===== src/rtl/hbp_pkg.sv =====
package hbp_pkg;

   localparam int BYTE_BITS   = 8;
   localparam int CODE_BITS   = 32;
   localparam int LENGTH_BITS = 6;
   localparam int CMD_BITS    = 2;

   typedef enum logic [CMD_BITS-1:0] {
      CMD_LOAD   = 2'd0,
      CMD_ENCODE = 2'd1,
      CMD_FINISH = 2'd2
   } cmd_type;

   typedef struct packed {
      logic [CMD_BITS-1:0]    cmd;
      logic [7:0]             symbol;
      logic [CODE_BITS-1:0]   code_value;
      logic [LENGTH_BITS-1:0] code_length;
   } req_payload_type;

   typedef struct packed {
      logic [BYTE_BITS-1:0] out_byte;
      logic                 is_pad_count;
      logic                 last;
   } rsp_payload_type;

   typedef struct packed {
      logic rd_en;
      logic wr_en;
      logic in_range;
   } tbl_ctrl_type;

endpackage


===== src/rtl/hbp_packer.sv =====
module hbp_packer import hbp_pkg::*; #(
   parameter int CODE_W = 32,
   parameter int LEN_W  = 6
) (
   input  logic                 clock,
   input  logic                 reset,
   input  logic                 in_fire,
   input  logic [CMD_BITS-1:0]  in_cmd,
   output logic                 in_ready,
   input  logic [CODE_W-1:0]    code,
   input  logic [LEN_W-1:0]     code_len,
   output logic                 rsp_valid,
   input  logic                 rsp_ready,
   output logic [BYTE_BITS-1:0] rsp_byte,
   output logic                 rsp_is_pad,
   output logic                 rsp_last
);

   localparam int ACC_W = CODE_W + BYTE_BITS;
   localparam int TOT_W = $clog2(ACC_W + 1);
   localparam logic [TOT_W-1:0] TOT_BYTE = TOT_W'(BYTE_BITS);

   typedef enum logic [1:0] {
      MODE_PACK,
      MODE_FIN_DATA,
      MODE_FIN_PAD
   } mode_type;

   mode_type              mode_ff, mode_in;
   logic [ACC_W-1:0]      acc_ff, acc_in;
   logic [TOT_W-1:0]      total_ff, total_in;
   logic                  s1_valid_ff;
   logic [CMD_BITS-1:0]   s1_cmd_ff;
   logic                  rsp_valid_ff;
   logic [BYTE_BITS-1:0]  rsp_byte_ff;
   logic                  rsp_is_pad_ff;
   logic                  rsp_last_ff;

   logic                  out_free;
   logic                  emit;
   logic                  absorb_ok;
   logic                  s1_take;
   logic [TOT_W-1:0]      rem;
   logic [BYTE_BITS-1:0]  pend;
   logic [BYTE_BITS-1:0]  fin_bits;
   logic [3:0]            pad;
   logic [BYTE_BITS-1:0]  emit_byte;
   logic                  emit_pad;
   logic                  emit_last;

   assign out_free = !rsp_valid_ff || rsp_ready;
   assign fin_bits = acc_ff[BYTE_BITS-1:0] & ~(8'hFF << total_ff);
   assign pad      = 4'(BYTE_BITS) - total_ff[3:0];

   always_comb begin
      emit      = 1'b0;
      absorb_ok = 1'b0;
      rem       = total_ff;
      emit_byte = '0;
      emit_pad  = 1'b0;
      emit_last = 1'b0;
      mode_in   = mode_ff;
      acc_in    = acc_ff;
      unique case (mode_ff)
         MODE_PACK: begin
            emit = (total_ff > TOT_BYTE) && out_free;
            if (emit) begin
               rem = total_ff - TOT_BYTE;
            end
            emit_byte = BYTE_BITS'(acc_ff >> (total_ff - TOT_BYTE));
            emit_last = (rem <= TOT_BYTE);
            absorb_ok = (rem <= TOT_BYTE);
         end
         MODE_FIN_DATA: begin
            emit      = out_free;
            emit_byte = BYTE_BITS'(fin_bits << pad);
            if (emit) begin
               mode_in = MODE_FIN_PAD;
            end
         end
         MODE_FIN_PAD: begin
            emit      = out_free;
            emit_byte = BYTE_BITS'(pad);
            emit_pad  = 1'b1;
            emit_last = 1'b1;
            if (emit) begin
               rem     = '0;
               mode_in = MODE_PACK;
            end
            absorb_ok = emit;
         end
         default: begin
            mode_in = MODE_PACK;
         end
      endcase

      s1_take  = s1_valid_ff && absorb_ok;
      pend     = acc_ff[BYTE_BITS-1:0] & ~(8'hFF << rem);
      total_in = rem;
      if (mode_ff == MODE_FIN_DATA) begin
         total_in = total_ff;
      end

      if (s1_take) begin
         unique case (s1_cmd_ff)
            CMD_ENCODE: begin
               acc_in   = (ACC_W'(pend) << code_len) | ACC_W'(code);
               total_in = rem + TOT_W'(code_len);
            end
            CMD_FINISH: begin
               acc_in   = ACC_W'(pend);
               total_in = rem;
               mode_in  = MODE_FIN_DATA;
            end
            default: begin
            end
         endcase
      end
   end

   assign in_ready = !s1_valid_ff || s1_take;

   always_ff @(posedge clock) begin
      if (reset) begin
         mode_ff      <= MODE_PACK;
         total_ff     <= '0;
         s1_valid_ff  <= 1'b0;
         rsp_valid_ff <= 1'b0;
      end else begin
         mode_ff  <= mode_in;
         total_ff <= total_in;
         if (in_fire) begin
            s1_valid_ff <= 1'b1;
         end else if (s1_take) begin
            s1_valid_ff <= 1'b0;
         end
         if (emit) begin
            rsp_valid_ff <= 1'b1;
         end else if (rsp_ready) begin
            rsp_valid_ff <= 1'b0;
         end
      end
      acc_ff <= acc_in;
      if (in_fire) begin
         s1_cmd_ff <= in_cmd;
      end
      if (emit) begin
         rsp_byte_ff   <= emit_byte;
         rsp_is_pad_ff <= emit_pad;
         rsp_last_ff   <= emit_last;
      end
   end

   assign rsp_valid  = rsp_valid_ff;
   assign rsp_byte   = rsp_byte_ff;
   assign rsp_is_pad = rsp_is_pad_ff;
   assign rsp_last   = rsp_last_ff;

   a_fin_fits: assert property (@(posedge clock) disable iff (reset)
      (mode_ff != MODE_PACK) |-> (total_ff <= TOT_BYTE))
      else $error("finish with more than one byte pending");

   a_pad_last: assert property (@(posedge clock) disable iff (reset)
      (rsp_valid_ff && rsp_is_pad_ff) |-> rsp_last_ff)
      else $error("pad count byte not marked last");

   a_stall_hold: assert property (@(posedge clock) disable iff (reset)
      (s1_valid_ff && !in_ready) |=> s1_valid_ff)
      else $error("stalled request dropped");

   a_fin_order: assert property (@(posedge clock) disable iff (reset)
      (mode_ff == MODE_FIN_DATA && emit) |=>
      (mode_ff == MODE_FIN_PAD && rsp_valid_ff && !rsp_is_pad_ff))
      else $error("finish data byte not followed by pad phase");

endmodule


===== config.mk =====
export PLATFORM = sky130hd
export DESIGN_NAME = hbp_packer
export DESIGN_NICKNAME = d
export VERILOG_FILES = /design/src/rtl/hbp_pkg.sv /design/src/rtl/hbp_packer.sv
export SDC_FILE = /design/constraint.sdc
export NUM_CORES = 1
export LEC_CHECK = 0
export ABC_AREA = 1
export BUFFER_PORTS_ARGS = -buffer_cell sky130_fd_sc_hd__buf_2
export CAP_MARGIN = 15
export CORE_MARGIN = 2
export CORE_UTILIZATION = 61
export DETAILED_ROUTE_END_ITERATION = 7
export PLACE_DENSITY = 0.82
export SYNTH_ARGS = -nofsm -noshare
export SYNTH_HDL_FRONTEND = slang
export SYNTH_SLANG_ARGS = --single-unit

===== constraint.sdc =====
create_clock -name clock -period 4.49 [get_ports clock]
set_input_delay 0.6735 -clock clock [delete_from_list [all_inputs] [get_ports clock]]
set_output_delay 0.6735 -clock clock [all_outputs]
set_load 0.05 [all_outputs]

# == After elaboration in Yosys (flattened, before gate mapping) ==
# Index checks and enable logic that the tools add are counted.
# totals
in_bits,44
register_bits,62
# classes
n_reduce_logical,12
mux,22
add_sub_neg,3
n_eq_ne,4
order_cmp,2
bitwise,5
shift,5
# op_table
operator,count
$pmux 40 s2,1
$or 40x32->40,1
$shl 8x6->40,1
$shr 40x6->8,1
$mux 6,5
$pmux 6 s2,2
$pmux 8 s3,1
$and 8x8->8,2
$not 8->8,2
$shl 8x6->8 const A,2
$mux 2,4
$shl 8x4->8,1
$add 6x6->6,1
$gt 6x4->1 const B,1
$le 6x4->1 const B,1
$pmux 1 s2,3
$pmux 2 s3,1
$reduce_bool 2->1,3
$sub 6x4->6 const B,1
$mux 1,5
$eq 2x1->1 const B,2
$eq 2x2->1 const B,2
$sub 4x4->4 const A,1
$logic_and 1x1->1,2
other kinds (5),7

# == Logic depth before layout (Yosys ltp) ==
# depth
depth_word,12
mapped_depth,20
mapped_depth_nobuf,19

# == Worst setup path after synthesis ==
# Ideal clock, no wire load.
# synth_timing
path_kind,flip-flop to flip-flop
start,register total_ff[3]
end,register total_ff[0]
path_stages_with_launch,14
setup_slack_ns,1.101
t_arrival_ns,3.263
n_path_buf,2
path_cell_list,dfxtp_1 buf_6 inv_4 ha_1 clkbuf_1 nand3_1 a21oi_1 nand3_1 o21ai_1 nand2_1 nor2_2 inv_2 a221oi_1 nor3b_1
# synth_between
elab_chain_cells,8
word_cells_on_any_way,13
cone_classes,add/sub (2); order compare (2); mux (7); reduce/logical (2)
# synth_lines
element,line_no,rtl
from (decl),hbp_packer.sv:31,"logic [TOT_W-1:0] total_ff, total_in;"
from (signal assigned),hbp_packer.sv:131,total_ff <= total_in;
$gt 6x4->1,hbp_packer.sv:66,emit = (total_ff > TOT_BYTE) && out_free;
$logic_and 1x1->1,hbp_packer.sv:66,
$mux 6 *,hbp_packer.sv:67,if (emit) begin
$mux 6 *,hbp_packer.sv:64,unique case (mode_ff)
$pmux 6 s2 or $le 6x4->1 (tied branches),"hbp_packer.sv:64, hbp_packer.sv:72",
"$add 6x6->6, or another cell as far along",hbp_packer.sv:108,total_in = rem + TOT_W'(code_len);
$pmux 6 s2 or $logic_and 1x1->1 (tied branches),"hbp_packer.sv:105, hbp_packer.sv:97",
$mux 6 *,hbp_packer.sv:104,if (s1_take) begin
# Mark *: on every way between the ends. The rest lies on a longest branch, timed or not. The select of a mux whose other input is x is not followed.
# A chain may end at the register's enable or synchronous reset.

# == Worst setup path after layout ==
# layout_timing
start,register mode_ff[1]
end,register total_ff[5]
# layout_between
elab_chain_cells,5
word_cells_on_any_way,10
cone_classes,add/sub (1); eq/ne (2); mux (5); reduce/logical (2)
# layout_lines
element,line_no,rtl
from (decl),hbp_packer.sv:29,"mode_type mode_ff, mode_in;"
from (signal assigned),hbp_packer.sv:130,mode_ff <= mode_in;
$eq 2x2->1 or $logic_not 2->1 (tied branches),hbp_packer.sv:64,
$pmux 6 s2,hbp_packer.sv:64,
$add 6x6->6 or $mux 6 (tied branches),"hbp_packer.sv:108, hbp_packer.sv:100",
$pmux 6 s2,hbp_packer.sv:105,unique case (s1_cmd_ff)
$mux 6 *,hbp_packer.sv:104,
# Mark *: on every way between the ends. The rest lies on a longest branch, timed or not.

==> impl_metrics.toml <==
[outcome]
outcome = "finished with violations"
violations = "design-rule violations"

[worst_hold_path]
min_from = "in_cmd[1]"
whs_path_depth = 1
hold_end = "s1_cmd_ff[1]"
holdCritPathClass = "in2reg"

[critical_path]
critPathMaxFanout = 14
regToRegEndpoint = "total_ff[5]"
slowest_delay_ns = 0.54
critPathKind = "reg2reg"
critPathCaptureType = "flip-flop"
cp_common_cell = "nor2_1"
slowest_stage = "ha_1"
start_kind = "flip-flop"
crit_family = "simple AND/OR/NAND/NOR gates"
path_buf_inv = 3
r2r_start = "mode_ff[1]"
worstPathCellList = "inv_1 > ha_1 > inv_1 > nand3_1 > nand2_1 > inv_1 > ha_1 > a21oi_1 > nor2_1 > nor2_1 > nor2_1 > o21a_1 > nor2_1 > xor2_1 > o21ai_0 > a21oi_1 > a211oi_1 > nor2_1"
cp.arrival_ns = 3.69
ff2ff_path_depth = 18
cp.required_ns = 4.79
rrSetupSlack_ns = 1.10

[cts]
cts-root-buf = "clkbuf_8"
numCtsBuffers = 9
cts_sinks = 62
htreeDepth = 3
hold_buffers = 0
clk_pin_slew_ns = 0.08
cts_setup_buffers = 0
cts_tree = "done"
cts_buffer_depth = 2
clkLatencyLatePin_ns = 0.36
cts_resized = 0

[global_routing]
grt_pass1_wl_um = 29140
grt_max_degree = 53
grt_pass1_vias = 5885
antenna_found_initial = 0
grt_usage_pct = 35.53
grt_overflow = 0

[power]
swShare_pct = 53.04
power_switching_mw = 2.292
power_frac_seq_pct = 21.1
clockPowerShare_pct = 14.5
p_leak_nw = 2.765
irDropWorstVdd_mv = 0.3727
power_density_nw_per_um2 = 663.2
intPower_mw = 2.030
combPwrFrac_pct = 64.4

[floorplan]
fp.dieH_um = 102.9
core_um2 = 9639
die_w_um = 102.9
ioPinCount = 56
dieArea_um2 = 10590
fp-row-count = 36
start_util_pct = 61.90

[sta]
period_needed_ns = 3.392
tightest_slew_ns = 1.076
slew_violations = 0
finalSetupViolCount = 0
fmax_mhz = 294.8
holdWs_ns = 0.4884
finalClockSkew_ns = 0.007664
finalSetupTns_ns = 0
fin_crit_sh_pct = 75.55
rsz0062_at_grt = "false"
hold_viol = 0
relSlewSlack_pct = 28.01

[place]
hpwl_um = 13540
port_buffers = 55
place_congestion = 0.9538

[synth]
async_flop_share_pct = 0
synth_cells = 867
syn-cell-area_um2 = 5967
synth_top_area_share_pct = 26.17
yosys.cell_types.count = 55
synth_seq_cells = 62
synth_edf_count = 52
seq_area_frac_synth_pct = 29.52
syn_area_per_cell_um2 = 6.882
dominantRegCellSynth = "edfxtp_1"
yosysTopAreaCell = "edfxtp_1"
yosysWarningCount = 0
syn-num-nets = 926
synthTopCellsByArea = "edfxtp_1 26%, nand2_1 14%, nand3_1 7.5%"

[layout]
area.growth.synth_to_final_pct = 9.226
nets = 955
layout-drive-gt1-share_pct = 16.20
fillers = 864
layout_commonest_cell = "nand2_1"
diodes = 0
layout_common_cells = "228 x nand2_1, 90 x nand3_1, 81 x inv_1"

[route]
wl_um = 18250
drc = 28
dr.pass1.iters = 8
drt_iter0_drc = 671
viasPerCell = 6.253
num_vias = 6466
ant_nets = 0
wl_per_cell_um = 17.65

[job]
drv_cap = 0
==> cells by family after synthesis <==
family          count (synthesis)  share of synthesized area [%]
simple gates                  447                          36.13
compound gates                194                          19.75
buf+inv                       137                          9.436
flops                          62                          29.52
fa+ha+maj                      15                          3.271
xor+xnor                        6                         0.8807
mux                             6                          1.007
==> flip-flops by register name, summed over array words and instances, names as in the netlist <==
register / flops
rsp_is_pad: 1
rsp_last: 1
mode_ff: 2
rsp_byte: 8
s1_cmd_ff: 2
acc_ff: 40
total_ff: 6
s1_valid_ff: 1
rsp_valid: 1
==> Yosys cell counts, types with 4 or more instances <==
master and instances:
a21oi_1 60, o211ai_1 12, nand3_2 16, nor2_1 45
clkbuf_1 20, o22ai_1 8, inv_1 81, a31oi_1 9
dfxtp_1 10, clkinv_1 4, nand2_1 228, nor2_4 4
ha_1 14, buf_2 15, nand3_1 90, edfxtp_1 52
nor2_2 6, mux2i_1 6, o221ai_1 4, o21ai_0 61
o2111ai_1 13, nand2_4 5, a21oi_2 4, o21ai_1 4
buf_1 6, nand4_1 29, nand2_2 13, xor2_1 4
==> final cells by class <==
class | count | area (µm²) | share of cell area, %
Timing Repair Buffer | 66 | 357.8 | 5.490
Clock inverter | 7 | 122.6 | 1.881
Sequential cell | 62 | 1763 | 27.05
Tap cell | 133 | 166.4 | 2.553
Inverter | 89 | 336.6 | 5.164
Clock buffer | 9 | 123.9 | 1.901
Multi-Input combinational cell | 668 | 3647 | 55.96
==> worst register-to-register path: cells and delay by family (launching register included) <==
kind                     cells  cell delay [ns]
flip-flops                   1             0.34
buffers and inverters        3             0.45
XOR/XNOR                     1             0.20
AO/OA/AOI/OAI                5             0.61
adder cells (fa/ha/maj)      2             0.79
AND/OR/NAND/NOR              7             0.95
==> metal layers <==
layer / GRT usage (%) / routed length, µm / vias to the layer above
li1: - / - / 3045
met1: 47.38 / 7424 / 2959
met2: 57.89 / 8518 / 397
met3: 5.831 / 1628 / 65
met4: 13.87 / 678 / 0
met5: 0 / 0 / -
==> per-stage QoR <==
step / instance area, µm² / power [mW] / worst slack (ns) / utilization, % / cells
floorplan: 5967 / 3.024 / 1.101 / - / 867
global placement: 6271 / 3.605 / 1.438 / 65.06 / 1018
detailed placement: 6271 / 3.624 / 1.241 / 65.06 / 1018
CTS: 6518 / 4.258 / 1.207 / 67.61 / 1034
global route: 6518 / 4.621 / 0.8511 / 67.61 / 1034
finish: 6518 / 4.322 / 1.098 / 67.61 / 1034
==> power by group through the flow <==
| stage | Clock, mW | Combinational [mW] | Sequential [mW] |
|---|---|---|---|
| floorplan | 0 | 1.95 | 1.08 |
| detailed placement | 0 | 2.70 | 0.923 |
| global placement | 0 | 2.69 | 0.920 |
| finish | 0.625 | 2.79 | 0.912 |
| CTS | 0.626 | 2.72 | 0.910 |
| global route | 0.652 | 3.04 | 0.929 |
==> worst max-delay path by stage <==
stage                     cells past startpoint   startpoint  slack, ns     endpoint
final                                        18   mode_ff[1]       1.10  total_ff[5]
after global routing                         18   mode_ff[0]       0.85  total_ff[5]
after CTS                                    18   mode_ff[1]       1.21  total_ff[5]
after detailed placement                     18   mode_ff[1]       1.24  total_ff[5]
after global placement                       18   mode_ff[1]       1.44  total_ff[5]
after floorplan                              13  total_ff[3]       1.10  total_ff[0]
No activity file was read; power rests on OpenSTA's default activity.
